### src/rtl/jsu_pkg.sv
// shared types, codes and a helper function for the json string unescape unit
package jsu_pkg;

  localparam logic [1:0] MODE_IDLE   = 2'd0;
  localparam logic [1:0] MODE_STRING = 2'd1;
  localparam logic [1:0] MODE_ESCAPE = 2'd2;
  localparam logic [1:0] MODE_HEX    = 2'd3;

  localparam logic [1:0] KIND_DATA  = 2'd0;
  localparam logic [1:0] KIND_DONE  = 2'd1;
  localparam logic [1:0] KIND_ERROR = 2'd2;

  localparam logic [1:0] ERR_ESCAPE = 2'd0;
  localparam logic [1:0] ERR_HEX    = 2'd1;
  localparam logic [1:0] ERR_NOTSTR = 2'd2;
  localparam logic [1:0] ERR_END    = 2'd3;

  // results caused by one request; cnt of zero means none
  typedef struct packed {
    logic [1:0] cnt;
    logic [1:0] kind;
    logic [1:0] err;
    logic [7:0] b0;
    logic [7:0] b1;
    logic [7:0] b2;
  } jsu_grp_t;

  typedef struct packed {
    logic       ok;
    logic [3:0] val;
  } jsu_hex_t;

  function automatic jsu_hex_t hex_digit(input logic [7:0] c);
    jsu_hex_t h;
    h.ok  = 1'b1;
    h.val = 4'd0;
    if (c >= 8'h30 && c <= 8'h39) begin
      h.val = c[3:0];
    end else if ((c >= 8'h61 && c <= 8'h66) || (c >= 8'h41 && c <= 8'h46)) begin
      h.val = c[3:0] + 4'd9;
    end else begin
      h.ok = 1'b0;
    end
    return h;
  endfunction

endpackage

### src/rtl/jsu_decode.sv
// parser state and combinational decode of one text byte into a result group
module jsu_decode
  import jsu_pkg::*;
(
  input  logic       clk,
  input  logic       rst_n,
  input  logic       step_en,
  input  logic [7:0] in_byte,
  input  logic       in_end,
  output jsu_grp_t   grp
);

  logic [1:0]  mode_r, mode_nxt;
  logic [1:0]  hcnt_r, hcnt_nxt;
  logic [11:0] cp_r, cp_nxt;
  jsu_hex_t    hx;
  logic [15:0] cp_full;

  assign hx      = hex_digit(in_byte);
  assign cp_full = {cp_r, hx.val};

  always_comb begin
    mode_nxt = mode_r;
    hcnt_nxt = hcnt_r;
    cp_nxt   = cp_r;
    grp      = '0;
    if (in_end) begin
      if (mode_r != MODE_IDLE) begin
        mode_nxt = MODE_IDLE;
        hcnt_nxt = 2'd0;
        cp_nxt   = 12'd0;
        grp.cnt  = 2'd1;
        grp.kind = KIND_ERROR;
        grp.err  = ERR_END;
      end
    end else begin
      unique case (mode_r)
        MODE_IDLE: begin
          unique case (in_byte) inside
            8'h09, 8'h0a, 8'h0b, 8'h0c, 8'h0d, 8'h20: ;
            8'h22: mode_nxt = MODE_STRING;
            default: begin
              grp.cnt  = 2'd1;
              grp.kind = KIND_ERROR;
              grp.err  = ERR_NOTSTR;
            end
          endcase
        end
        MODE_STRING: begin
          if (in_byte == 8'h22) begin
            mode_nxt = MODE_IDLE;
            hcnt_nxt = 2'd0;
            cp_nxt   = 12'd0;
            grp.cnt  = 2'd1;
            grp.kind = KIND_DONE;
          end else if (in_byte == 8'h5c) begin
            mode_nxt = MODE_ESCAPE;
          end else begin
            grp.cnt  = 2'd1;
            grp.kind = KIND_DATA;
            grp.b0   = in_byte;
          end
        end
        MODE_ESCAPE: begin
          mode_nxt = MODE_STRING;
          grp.cnt  = 2'd1;
          grp.kind = KIND_DATA;
          unique case (in_byte) inside
            8'h22, 8'h2f, 8'h5c: grp.b0 = in_byte;
            8'h62: grp.b0 = 8'h08;
            8'h66: grp.b0 = 8'h0c;
            8'h6e: grp.b0 = 8'h0a;
            8'h72: grp.b0 = 8'h0d;
            8'h74: grp.b0 = 8'h09;
            8'h75: begin
              mode_nxt = MODE_HEX;
              hcnt_nxt = 2'd0;
              cp_nxt   = 12'd0;
              grp.cnt  = 2'd0;
            end
            default: begin
              mode_nxt = MODE_IDLE;
              hcnt_nxt = 2'd0;
              cp_nxt   = 12'd0;
              grp.kind = KIND_ERROR;
              grp.err  = ERR_ESCAPE;
            end
          endcase
        end
        MODE_HEX: begin
          if (!hx.ok) begin
            mode_nxt = MODE_IDLE;
            hcnt_nxt = 2'd0;
            cp_nxt   = 12'd0;
            grp.cnt  = 2'd1;
            grp.kind = KIND_ERROR;
            grp.err  = ERR_HEX;
          end else if (hcnt_r == 2'd3) begin
            mode_nxt = MODE_STRING;
            hcnt_nxt = 2'd0;
            cp_nxt   = 12'd0;
            grp.kind = KIND_DATA;
            if (cp_full[15:7] == 9'd0) begin
              grp.cnt = 2'd1;
              grp.b0  = cp_full[7:0];
            end else if (cp_full[15:11] == 5'd0) begin
              grp.cnt = 2'd2;
              grp.b0  = {3'b110, cp_full[10:6]};
              grp.b1  = {2'b10, cp_full[5:0]};
            end else begin
              grp.cnt = 2'd3;
              grp.b0  = {4'b1110, cp_full[15:12]};
              grp.b1  = {2'b10, cp_full[11:6]};
              grp.b2  = {2'b10, cp_full[5:0]};
            end
          end else begin
            hcnt_nxt = hcnt_r + 2'd1;
            cp_nxt   = cp_full[11:0];
          end
        end
        default: ;
      endcase
    end
  end

  always_ff @(posedge clk) begin
    if (!rst_n) begin
      mode_r <= MODE_IDLE;
      hcnt_r <= 2'd0;
      cp_r   <= 12'd0;
    end else if (step_en) begin
      mode_r <= mode_nxt;
      hcnt_r <= hcnt_nxt;
      cp_r   <= cp_nxt;
    end
  end

endmodule

### src/rtl/jsu_out.sv
// result group register and serializer onto the output stream
module jsu_out
  import jsu_pkg::*;
(
  input  logic       clk,
  input  logic       rst_n,
  input  logic       load,
  input  jsu_grp_t   grp_in,
  output logic       grp_free,
  output logic       out_tvalid,
  input  logic       out_tready,
  output logic [7:0] out_tdata,  // out_byte
  output logic [3:0] out_tuser,  // kind, error_code
  output logic       out_tlast
);

  jsu_grp_t   grp_r;
  logic       grp_v_r;
  logic [1:0] idx_r;
  logic       idx_last;
  logic       take;

  assign idx_last   = (idx_r == (grp_r.cnt - 2'd1));
  assign take       = grp_v_r && out_tready;
  assign grp_free   = !grp_v_r || (out_tready && idx_last);
  assign out_tvalid = grp_v_r;
  assign out_tuser  = {grp_r.err, grp_r.kind};
  assign out_tlast  = idx_last;

  always_comb begin
    case (idx_r)
      2'd0:    out_tdata = grp_r.b0;
      2'd1:    out_tdata = grp_r.b1;
      default: out_tdata = grp_r.b2;
    endcase
  end

  always_ff @(posedge clk) begin
    if (!rst_n) begin
      grp_v_r <= 1'b0;
      idx_r   <= 2'd0;
    end else if (load) begin
      grp_v_r <= 1'b1;
      idx_r   <= 2'd0;
    end else if (take) begin
      if (idx_last) begin
        grp_v_r <= 1'b0;
        idx_r   <= 2'd0;
      end else begin
        idx_r <= idx_r + 2'd1;
      end
    end
  end

  always_ff @(posedge clk) begin
    if (load) begin
      grp_r <= grp_in;
    end
  end

endmodule

### src/rtl/json_string_unescape_unit.sv
// json string unescape unit: byte stream in, decoded string bytes and status out
// path: input register, combinational decode, then the result register to the output
// throughput: one text byte per cycle while the result register is free; it sends one
// result per cycle while out_tready is high, so a \u unit's bytes stall the next request
// reset: synchronous rst_n clears the input and result valids and the parser to idle
module json_string_unescape_unit
  import jsu_pkg::*;
(
  input  logic       clk,
  input  logic       rst_n,
  input  logic       in_tvalid,
  output logic       in_tready,
  input  logic [7:0] in_tdata,   // in_byte
  input  logic       in_tlast,   // input_end
  output logic       out_tvalid,
  input  logic       out_tready,
  output logic [7:0] out_tdata,  // out_byte
  output logic [3:0] out_tuser,  // kind, error_code
  output logic       out_tlast   // last
);

  logic       in_v_r;
  logic [7:0] byte_r;
  logic       end_r;
  logic       advance;
  logic       grp_free;
  jsu_grp_t   dec_grp;

  assign advance   = in_v_r && ((dec_grp.cnt == 2'd0) || grp_free);
  assign in_tready = !in_v_r || advance;

  always_ff @(posedge clk) begin
    if (!rst_n) begin
      in_v_r <= 1'b0;
    end else if (in_tready) begin
      in_v_r <= in_tvalid;
    end
  end

  always_ff @(posedge clk) begin
    if (in_tvalid && in_tready) begin
      byte_r <= in_tdata;
      end_r  <= in_tlast;
    end
  end

  jsu_decode u_decode (
    .clk     (clk),
    .rst_n   (rst_n),
    .step_en (advance),
    .in_byte (byte_r),
    .in_end  (end_r),
    .grp     (dec_grp)
  );

  jsu_out u_out (
    .clk        (clk),
    .rst_n      (rst_n),
    .load       (advance && (dec_grp.cnt != 2'd0)),
    .grp_in     (dec_grp),
    .grp_free   (grp_free),
    .out_tvalid (out_tvalid),
    .out_tready (out_tready),
    .out_tdata  (out_tdata),
    .out_tuser  (out_tuser),
    .out_tlast  (out_tlast)
  );

endmodule

### config.mk
export PLATFORM = sky130hd
export DESIGN_NAME = json_string_unescape_unit
export DESIGN_NICKNAME = d
export VERILOG_FILES = /design/src/rtl/jsu_pkg.sv /design/src/rtl/jsu_decode.sv /design/src/rtl/jsu_out.sv /design/src/rtl/json_string_unescape_unit.sv
export SDC_FILE = /design/constraint.sdc
export NUM_CORES = 1
export LEC_CHECK = 0
export BUFFER_PORTS_ARGS = -buffer_cell sky130_fd_sc_hd__clkbuf_2
export CAP_MARGIN = 40
export CORE_MARGIN = 4
export CORE_UTILIZATION = 56
export CTS_CLUSTER_DIAMETER = 60
export CTS_CLUSTER_SIZE = 8
export DETAILED_ROUTE_END_ITERATION = 6
export HOLD_SLACK_MARGIN = 0.12
export PLACE_DENSITY_LB_ADDON = 0.05
export SKIP_CTS_REPAIR_TIMING = 1
export SYNTH_ARGS = -nofsm -noshare
export SYNTH_HDL_FRONTEND = slang
export SYNTH_HIERARCHICAL = 1
export SYNTH_SLANG_ARGS = --single-unit
### constraint.sdc
create_clock -name clk -period 4.6 [get_ports clk]
set_clock_uncertainty 0.1 [all_clocks]
set_input_delay 0.23 -clock clk [delete_from_list [all_inputs] [get_ports clk]]
set_output_delay 0.23 -clock clk [all_outputs]
set_load 0.005 [all_outputs]
* After elaboration in Yosys (flattened, before gate mapping) *
Cells that the tools add are included.

word-level totals
  flip-flop bits (word level) = 59
  latch bits = 0
  RAM bits = 0
  ROM bits = 0
  input bits = 13
  memories = 0

operators by class
  add/sub/neg operators = 4
  multipliers = 0
  div/mod/pow operators = 0
  order comparisons = 6
  equal/unequal tests = 27
  shifts and indexed selects = 0
  multiplexer cells = 55
  bitwise gates (word level) = 4
  reductions and logical operators = 34

operator list
  operator                                                               count
  12-bit two-way mux                                                     6
  8-bit by 7-bit equality test with 1-bit output, second input constant  7
  24-bit two-way mux                                                     2
  8-bit one-hot mux with 6 select lines                                  1
  8-bit by 4-bit equality test with 1-bit output, second input constant  5
  12-bit one-hot mux with 3 select lines                                 1
  8-bit two-way mux                                                      4
  2-bit two-way mux                                                      14
  8-bit by 6-bit equality test with 1-bit output, second input constant  3
  4-bit two-way mux                                                      6
  8-bit one-hot mux with 3 select lines                                  1
  8-bit by 7-bit >= comparator with 1-bit output, second input constant  2
  8-bit by 7-bit <= comparator with 1-bit output, second input constant  2
  16-bit two-way mux                                                     1
  4-bit one-hot mux with 4 select lines                                  1
  8-bit one-hot mux with 2 select lines                                  1
  14-bit two-way mux                                                     1
  2-bit one-hot mux with 3 select lines                                  2
  5-bit two-way mux                                                      2
  5-bit AND reduction                                                    2
  9-bit zero test                                                        1
  9-bit OR reduction                                                     1
  8-bit by 6-bit >= comparator with 1-bit output, second input constant  1
  8-bit by 6-bit <= comparator with 1-bit output, second input constant  1
  other kinds (31)                                                       62

* Logic depth before layout (Yosys ltp) *
Gate-level depths: netlist of run 1.

  word-level depth = 14
  gate-level depth with buffers = 15
  depth with buffers taken out = 15

* By module *
The synthesis of run 1 kept the hierarchy.

modules (own cells, without submodules)
  module                     times used  cells each  area each (sq um)  seq. area each (sq um)
  jsu_decode                 1           260         1859.3             320.3
  jsu_out                    1           84          1258.7             960.9
  json_string_unescape_unit  1           19          341.6              290.3

* Worst setup path before layout of run 1 *
Ideal clock, no wire load.

  path type = flip-flop to flip-flop
  from = register byte_r[3]
  to = register u_out.idx_r[1]
  library setup time = 132 ps
  data arrival time = 3823 ps
  path slack = 545 ps
  stages on the path, launching flop included = 13
  buffers on the path = 1
  period minus slack after synthesis = 4055 ps
  cell sequence = edfxtp_1 buf_2 or3b_4 a2111oi_4 nor2_2 nor2b_2 nand3_2 nor2_1 o21ai_2 nor2_1 nor2b_1 nand4_1 o21ai_0

RTL lines
  item                    RTL line                         RTL
  start, declared         json_string_unescape_unit.sv:23  logic [7:0] byte_r;
  start signal, assigned  json_string_unescape_unit.sv:42  byte_r <= in_tdata;
  end signal, assigned    jsu_out.sv:50                    idx_r <= idx_r + 2'd1;
  end, declared           jsu_out.sv:19                    logic [1:0] idx_r;

==> impl_metrics.yaml, run 1 <==
status:
  status: "complete, no violations"
sta:
  tightest_slew_ns: 0.795
  max-slew-margin-rel: 0.469
  slew_viol_final: 0
  tns_ns: 0
  timing.fmax_mhz: 258
  rsz0062_at_grt: "false"
  setup_viol: 0
  hold_viol: 0
  fin_crit_sh: 0.841
  min_period_ns: 3.87
worst_setup_path:
  crit_required_ns: 4.77
  cpPeakStageDelay_ns: 0.52
  crit_chain: "inv_1 > ha_1 > nor2_1 > a2111oi_4 > nor2_2 > and2_1 > a2111oi_0 > o21ai_0 > nor2_1 > o21a_1 > nand2_1 > nand2_1 > a2bb2oi_4 > mux2i_1"
  slowest_stage: "a2111oi_4"
  path_class: "flop to flop"
  cp_max_fo: 13
  cp-end-kind: "flop"
  crit_path_start_kind: "flop"
  critPathArrivalTime_ns: 4.04
global_route:
  grt_usage: 0.223
  grt_overflow: 0
  antenna_found_initial: 0
  grt_max_degree: 30
  grt_pass1_vias: 2489
  grt_pass1_wl_um: 12800
pwr:
  ir_worst_vdd_v: 0.000241
  switchingPower_w: 0.000276
  clkPwrFrac: 0.439
  switching_share: 0.231
  p_per_area_nw_per_um2: 306
  combPwrFrac: 0.064
  power_leakage_nw: 1.38
  internal_power_w: 0.000918
  seqPwrFrac: 0.497
  power_w: 0.00119
clocking:
  htreeDepth: 3
  clock_sinks: 59
  clkTransAtPathRegs_ns: 0.07
  cts_tree: "built"
  worst_skew_pair.late_latency_ns: 0.34
  cts_buffer_depth: 2
  clockRootBuffer: "clkbuf_8"
  cts_made_buffers: 9
floorplanning:
  chipWidth_um: 86.6
  rows: 28
  io_pins: 28
  core_area_um2: 5960
  die_area_um2: 7500
  start_util: 0.581
  fp.dieH_um: 86.6
cells_and_area:
  area_growth_pct: 12.8
  final_util: 0.655
  diodes: 0
  final_nets: 416
  final_layout_size_suffix_gt1_frac: 0.159
  nFillCells: 522
run:
  maxCapViolations: 0
route:
  top_layer_used: "met4"
  route.detailed.drc: 0
  routedWlPerCell_um: 16.7
  dr.pass1.iters: 5
  wl_met3_um: 356
  wl_met2_um: 3730
  vias: 2701
  wirelength_um: 7890
  initialDrtViolationCount: 208
  vias_per_cell: 5.73
  wl_met1_um: 3700
  postRouteAntennaNets: 0
logic_synthesis:
  yosys_most_used_dff: "edfxtp_1"
  synth_common_cells: "63 x nand2_1, 39 x edfxtp_1, 28 x nor2_1"
  synth_warnings: 6
  synth_edf_count: 39
  synth.most_common_cell: "nand2_1"
  synth.cell_area_um2: 3460
  synth_cells: 363
  yosysUniqueCellTypes: 66
  synth_top_area_cell: "edfxtp_1"
  avgSynthCellArea_um2: 9.53
  ys_seq_area_frac: 0.454
  synth_async_sr_flop_share: 0
  ys_seq_elements: 59
  synth_area_leaders: "edfxtp_1 34%, dfxtp_1 12%, nand2_1 6.8%"
  synth_top_area_share: 0.339
placed_design:
  place_hpwl_um: 5540
  place_congestion: 0.895
  port_buffers: 27
min_path:
  hold_path_class: "input pin to flop"
[worst max-delay path: cells and delay by family, from the launching register on]
| family | cells | cell delay, ns |
|---|---|---|
| compound gates | 5 | 1.73 |
| fa+ha+maj | 1 | 0.22 |
| buf+inv | 1 | 0.15 |
| flops | 1 | 0.50 |
| mux | 1 | 0.25 |
| simple gates | 6 | 0.84 |
[final cells by class]
type,instances,area (um2),share of cell area
clock buffers,10,128,0.0327
clock inverters,6,88.8,0.0228
inverters,15,56.3,0.0144
multi-input cells,266,1700,0.436
flip-flops and latches,59,1570,0.403
well taps,75,93.8,0.0241
repair buffers,40,260,0.0667
[flip-flops by register name (all words and copies together), names as in the netlist, 2 cells and up]
| signal | flops |
|---|---|
| u_out/grp_r | 26 |
| u_decode/cp_r | 12 |
| byte_r | 8 |
| u_out/out_tuser | 4 |
| u_decode/hcnt_r | 2 |
| u_decode/mode_r | 2 |
| u_out/idx_r | 2 |
[metrics by stage]
| stage | std cells | cell area (um2) | hold WS [ns] | worst slack, ns |
|---|---|---|---|---|
| final | 471 | 3900 | 0.303 | 0.729 |
| after global routing | 471 | 3900 | 0.346 | 0.447 |
| after CTS | 460 | 3790 | -0.0565 | 0.708 |
| after detailed placement | 444 | 3570 | 0.310 | 0.740 |
| after global placement | 444 | 3570 | 0.306 | 0.920 |
| after floorplan | 364 | 3460 | 0.229 | 0.545 |
[cell usage in the layout, fill, tap and decap left out, types with 5 or more instances in the layout]
| master | count |
|---|---|
| a21oi_1 | 18 |
| a22oi_1 | 13 |
| and2_1 | 8 |
| clkbuf_2 | 27 |
| clkbuf_8 | 9 |
| dfxtp_1 | 20 |
| dlygate4sd3_1 | 11 |
| edfxtp_1 | 39 |
| ha_1 | 12 |
| inv_1 | 15 |
| mux2i_1 | 17 |
| nand2_1 | 63 |
| nand2b_1 | 5 |
| nand3_1 | 5 |
| nor2_1 | 27 |
| nor2b_1 | 8 |
| nor3_1 | 6 |
| nor4_1 | 7 |
| o21ai_0 | 13 |
[power groups by stage]
stage	registers (W)	clock network [W]	logic (W)
floorplan	0.000596	0	0.0000550
global placement	0.000604	0	0.0000681
detailed placement	0.000604	0	0.0000689
CTS	0.000593	0.000531	0.0000692
global route	0.000595	0.000563	0.0000854
finish	0.000593	0.000524	0.0000766
[cell families (layout without fill, tap and decap cells)]
logic type	Yosys count	count (layout)	synth area share
adders and majority gates	12	12	0.0434
buffers and inverters	39	71	0.0553
xor gates and xnor gates	2	2	0.00506
AOI/OAI and AO/OA	77	77	0.163
muxes	18	18	0.0524
DFF	59	59	0.454
and+or+nand+nor	155	155	0.226
other	1	2	0.00108
[path summary, 6_finish.rpt]
kind / from / cells past startpoint / slack, ns / endpoint
max: byte_r[1] / 14 / 0.73 / u_decode/cp_r[8]
min: rst_n / 2 / 0.30 / in_v_r
max reg2reg: byte_r[1] / 14 / 0.73 / u_decode/cp_r[8]
min reg2reg: u_decode/cp_r[9] / 2 / 0.38 / u_decode/cp_r[9]
[layer usage]
layer	vias up	global-route usage
met2	77	0.332
met3	7	0.0561
met4	0	0.0793
met5	-	0
li1	1353	-
met1	1264	0.315
Note: power is estimated with default switching activity, not from simulation.
==> inputs of run 2 (changes only) <==
==> constraint.sdc (replaced) <==
create_clock -name clk -period 3.7 [get_ports clk]
set_clock_uncertainty 0.1 [all_clocks]
set_input_delay 0.185 -clock clk [delete_from_list [all_inputs] [get_ports clk]]
set_output_delay 0.185 -clock clk [all_outputs]
set_load 0.005 [all_outputs]
==> run 2 against run 1 <==
  * Cell count increased by 1.9%
  * Critical path depth decreased by 1
  * Critical path type unchanged
  * Clock power increased by 36%
  * Combinational power increased by 37%
  * Highest routed layer unchanged
  * Utilization increased by 1.9 points
==> impl_metrics.yaml, run 2 (synthesis results as in run 1) <==
status:
  status: "complete, no violations"
clocking:
  clkTransAtPathRegs_ns: 0.07
  cts_tree: "built"
  htreeDepth: 3
  cts_made_buffers: 9
  cts_buffer_depth: 2
  worst_skew_pair.late_latency_ns: 0.34
  clockRootBuffer: "clkbuf_8"
  clock_sinks: 59
route:
  route.detailed.drc: 0
  vias_per_cell: 5.93
  vias: 2844
  postRouteAntennaNets: 0
  initialDrtViolationCount: 216
  wirelength_um: 8080
  dr.pass1.iters: 5
  routedWlPerCell_um: 16.8
sta:
  fin_crit_sh: 0.945
  max-slew-margin-rel: 0.514
  min_period_ns: 3.50
  rsz0062_at_grt: "false"
  slew_viol_final: 0
  tns_ns: 0
  tightest_slew_ns: 0.723
  timing.fmax_mhz: 286
  setup_viol: 0
  worst_hold_slack_ns: 0.271
  hold_viol: 0
floorplanning:
  fp.dieH_um: 86.6
  start_util: 0.581
  core_area_um2: 5960
  chipWidth_um: 86.6
  rows: 28
  die_area_um2: 7500
  io_pins: 28
pwr:
  p_per_area_nw_per_um2: 387
  power_leakage_nw: 1.45
  ir_worst_vdd_v: 0.000264
placed_design:
  port_buffers: 27
  place_congestion: 0.948
  place_hpwl_um: 5620
  placed_area_um2: 3630
cells_and_area:
  final_util: 0.674
  diodes: 0
  largest-register: "u_out/grp_r"
  final_layout_size_suffix_gt1_frac: 0.183
  final_common_cell: "nand2_1"
  final_area_um2: 4020
  top_regs: "u_out/grp_r (26), u_decode/cp_r (12), byte_r (8)"
  layout_common_cells: "63 x nand2_1, 39 x edfxtp_1, 27 x clkbuf_2, 26 x nor2_1, 20 x dfxtp_1"
  largest_reg_flops: 26
  area_growth_pct: 16.1
  final_nets: 425
worst_setup_path:
  cp_max_fo: 8
  crit_chain: "or3b_4 > a2111oi_4 > nor2_2 > and2_1 > a2111oi_0 > o21ai_0 > nor2_1 > o21a_1 > nand2_1 > o2bb2ai_1 > o21ai_1 > nor3b_1 > a22o_1"
  crit_required_ns: 3.89
  cp-end-kind: "flop"
  critPathArrivalTime_ns: 3.68
  cpPeakStageDelay_ns: 0.49
  crit_path_start_kind: "flop"
  path_class: "flop to flop"
  crit_buf_inv: 0
  crit_family: "compound AO/OA/AOI/OAI gates"
  slowest_stage: "edfxtp_1"
global_route:
  grt_max_degree: 31
  antenna_found_initial: 0
  grt_usage: 0.223
  grt_pass1_wl_um: 13000
  grt_overflow: 0
  grt_pass1_vias: 2603
run:
  maxCapViolations: 0
min_path:
  hold_path_class: "input pin to flop"
## run 2: final timing paths
path	start	end	slack, ns	cells after the start
worst min register to register	u_decode/cp_r[9]	u_decode/cp_r[9]	0.39	2
worst max register to register	byte_r[7]	u_decode/mode_r[0]	0.20	13
worst min-delay path	rst_n	in_v_r	0.27	2
worst max-delay path	byte_r[7]	u_decode/mode_r[0]	0.20	13
## run 2: cell type report
type / instances / area (um2)
Clock buffer: 9 / 124
Clock inverter: 7 / 116
Fill cell: 494 / 1940
Inverter: 15 / 56.3
Multi-Input combinational cell: 266 / 1710
Sequential cell: 59 / 1570
Tap cell: 75 / 93.8
Timing Repair Buffer: 49 / 340
## run 2: power breakdown
group / switching [W] / internal (W)
registers: 0.0000151 / 0.000719
logic: 0.0000587 / 0.0000458
clock network: 0.000268 / 0.000446
## run 2: metal layers
| metal | global-route usage | up-vias | routed length, um |
|---|---|---|---|
| met4 | 0.110 | 0 | 185 |
| li1 | - | 1364 | - |
| met1 | 0.307 | 1343 | 3640 |
| met5 | 0 | - | 0 |
| met3 | 0.0399 | 21 | 538 |
| met2 | 0.337 | 116 | 3720 |
## run 2: through the flow
| stage | setup slack, ns | power [W] | std cells |
|---|---|---|---|
| 4_1_cts | 0.0595 | 0.00155 | 468 |
| 3_3_place_gp | 0.202 | 0.000840 | 452 |
| 6_report | 0.202 | 0.00155 | 480 |
| 2_1_floorplan | 0.200 | 0.000809 | 364 |
| 3_5_place_dp | 0.0991 | 0.000842 | 452 |
| 5_1_grt | 0.0243 | 0.00160 | 480 |
==> inputs of run 3 (changes only) <==
--- a/config.mk
+++ b/config.mk
@@ -5,6 +5,7 @@
 export SDC_FILE = /design/constraint.sdc
 export NUM_CORES = 1
 export LEC_CHECK = 0
+export ABC_AREA = 1
 export BUFFER_PORTS_ARGS = -buffer_cell sky130_fd_sc_hd__clkbuf_2
 export CAP_MARGIN = 40
 export CORE_MARGIN = 4
@@ -15,6 +16,7 @@
 export HOLD_SLACK_MARGIN = 0.12
 export PLACE_DENSITY_LB_ADDON = 0.05
 export SKIP_CTS_REPAIR_TIMING = 1
+export SLEW_MARGIN = 15
 export SYNTH_ARGS = -nofsm -noshare
 export SYNTH_HDL_FRONTEND = slang
 export SYNTH_HIERARCHICAL = 1
==> run 3 against run 2 <==
  * Area after synthesis grew 8.5%
  * Final area grew 4.3%
  * Clock power is 18% lower
  * Largest cell class unchanged
  * Sequential share of layout area down 1.6 points
  * Sequential power up 4.2%
  * Register-to-register slack better by 0.29 ns
  * Hold slack got worse by 0.15 ns
  * Critical path type unchanged
  * Synthesized cell count up 38%
==> impl_metrics.yaml, run 3 <==
floorplanning:
  rows: 29
  fp.dieH_um: 89.9
  chipWidth_um: 89.9
  io_pins: 28
  start_util: 0.585
  die_area_um2: 8080
  core_area_um2: 6420
route:
  initialDrtViolationCount: 215
  dr.pass1.iters: 5
  vias: 3280
  wirelength_um: 8860
  vias_per_cell: 5.33
  route.detailed.drc: 0
  routedWlPerCell_um: 14.4
  postRouteAntennaNets: 0
pwr:
  ir_worst_vdd_v: 0.000215
  p_per_area_nw_per_um2: 382
  seqPwrFrac: 0.478
  combPwrFrac: 0.156
  switching_share: 0.273
  power_leakage_nw: 1.81
  internal_power_w: 0.00116
  switchingPower_w: 0.000437
  clkPwrFrac: 0.366
worst_setup_path:
  path_class: "flop to flop"
  crit_path_start_kind: "flop"
  cp-end-kind: "flop"
  critPathArrivalTime_ns: 3.33
  cp_max_fo: 28
  r2r_slack_ns: 0.50
  crit_required_ns: 3.83
placed_design:
  placed_area_um2: 3880
  port_buffers: 27
  place_congestion: 0.965
  place_hpwl_um: 6570
global_route:
  antenna_found_initial: 0
  grt_pass1_wl_um: 14300
  grt_pass1_vias: 2914
  grt_overflow: 0
  grt_max_degree: 33
  grt_usage: 0.221
cells_and_area:
  largest_reg_flops: 26
  seqCellArea_um2: 1570
  diodes: 0
  largest-register: "u_out/grp_r"
  final_area_um2: 4190
  layout_common_cells: "127 x nand2_1, 60 x nor2_1, 50 x inv_1, 39 x edfxtp_1, 39 x nand3_1"
  nFillCells: 566
  top_regs: "u_out/grp_r (26), u_decode/cp_r (12), byte_r (8)"
  area_growth_pct: 11.5
  multi_input_area_um2: 1800
  final_layout_size_suffix_gt1_frac: 0.162
  final_nets: 558
  final_common_cell: "nand2_1"
sta:
  tightest_slew_ns: 0.655
  timing.fmax_mhz: 312
  rsz0062_at_grt: "false"
  fin_crit_sh: 0.866
  slew_viol_final: 0
  max-slew-margin-rel: 0.562
  hold_viol: 0
  tns_ns: 0
  setup_viol: 0
  min_period_ns: 3.20
logic_synthesis:
  synth_cells: 501
  synth.cell_area_um2: 3750
  synth_edf_count: 39
  synth_area_leaders: "edfxtp_1 31%, nand2_1 13%, dfxtp_1 11%"
  synth.most_common_cell: "nand2_1"
  synth_warnings: 6
  yosys_most_used_dff: "edfxtp_1"
  synth_top_area_cell: "edfxtp_1"
  ys_seq_area_frac: 0.419
  yosysUniqueCellTypes: 36
  synth_top_area_share: 0.312
  avgSynthCellArea_um2: 7.49
  synth_common_cells: "127 x nand2_1, 60 x nor2_1, 50 x inv_1"
  synth_async_sr_flop_share: 0
  ys_seq_elements: 59
clocking:
  clock_sinks: 59
  clkTransAtPathRegs_ns: 0.07
  cts_made_buffers: 9
  cts_buffer_depth: 2
  htreeDepth: 3
  clockRootBuffer: "clkbuf_8"
  worst_skew_pair.late_latency_ns: 0.34
  cts_tree: "built"
run:
  maxCapViolations: 0
status:
  status: "complete, no violations"
min_path:
  hold_path_class: "input pin to flop"
run 3: worst max-delay path: stages (launching register included):
cell and delay, ns:
edfxtp_1 0.49, inv_1 0.17, ha_1 0.26, nor2_1 0.09
nand2_1 0.09, nand3_1 0.13, nand2_2 0.07, buf_4 0.19
nand2_2 0.12, inv_2 0.07, nand2_1 0.09, nor2_1 0.08
inv_1 0.07, nand2_2 0.07, a21boi_1 0.14, nand2_1 0.12
nor3_4 0.19, buf_4 0.30, nand3_1 0.11, nand2_1 0.08
nor2_1 0.05
run 3: path summary, 6_finish.rpt:
check	from	to	depth (start not counted)
worst min register to register	u_decode/hcnt_r[1]	u_decode/hcnt_r[1]	2
worst max register to register	byte_r[0]	u_decode/cp_r[0]	20
worst min-delay path	out_tready	u_out/idx_r[1]	4
worst max-delay path	byte_r[0]	u_decode/cp_r[0]	20
run 3: area by class of cell:
cell class / count / share of cell area
tap: 77 / 0.0230
sequential: 59 / 0.375
inverter: 62 / 0.0562
clock inverter: 1 / 0.00120
multi-input combinational: 358 / 0.430
timing repair buffer: 43 / 0.0669
clock buffer: 15 / 0.0472
run 3: kinds of logic after synthesis:
| logic type | after synthesis | share of synthesized area |
|---|---|---|
| simple gates | 274 | 0.332 |
| buf+inv | 85 | 0.103 |
| compound gates | 69 | 0.104 |
| flops | 59 | 0.419 |
| fa+ha+maj | 12 | 0.0400 |
| xor+xnor | 1 | 0.00233 |
| other cells | 1 | 0.000999 |
run 3: power by group through the flow:
stage,Clock (W),Sequential (W),Combinational (W)
after floorplan,0,0.000768,0.000189
after global placement,0,0.000778,0.000235
after detailed placement,0,0.000779,0.000238
after CTS,0.000594,0.000765,0.000238
after global routing,0.000630,0.000769,0.000281
final,0.000587,0.000765,0.000249
run 3: routing by layer:
| metal | wire (um) | track usage | vias up |
|---|---|---|---|
| met5 | 0 | 0 | - |
| met4 | 195 | 0.0995 | 0 |
| met3 | 431 | 0.0326 | 12 |
| met2 | 4120 | 0.348 | 91 |
| met1 | 4110 | 0.303 | 1475 |
| li1 | - | - | 1702 |
run 3: through the flow:
stage	util	setup WS, ns	std cells	power [W]	hold slack (ns)
floorplan	-	0.729	502	0.000957	0.184
global placement	0.605	0.651	589	0.00101	0.262
detailed placement	0.605	0.584	589	0.00102	0.264
CTS	0.636	0.555	605	0.00160	-0.0941
global route	0.652	0.158	615	0.00168	0.148
finish	0.652	0.497	615	0.00160	0.123
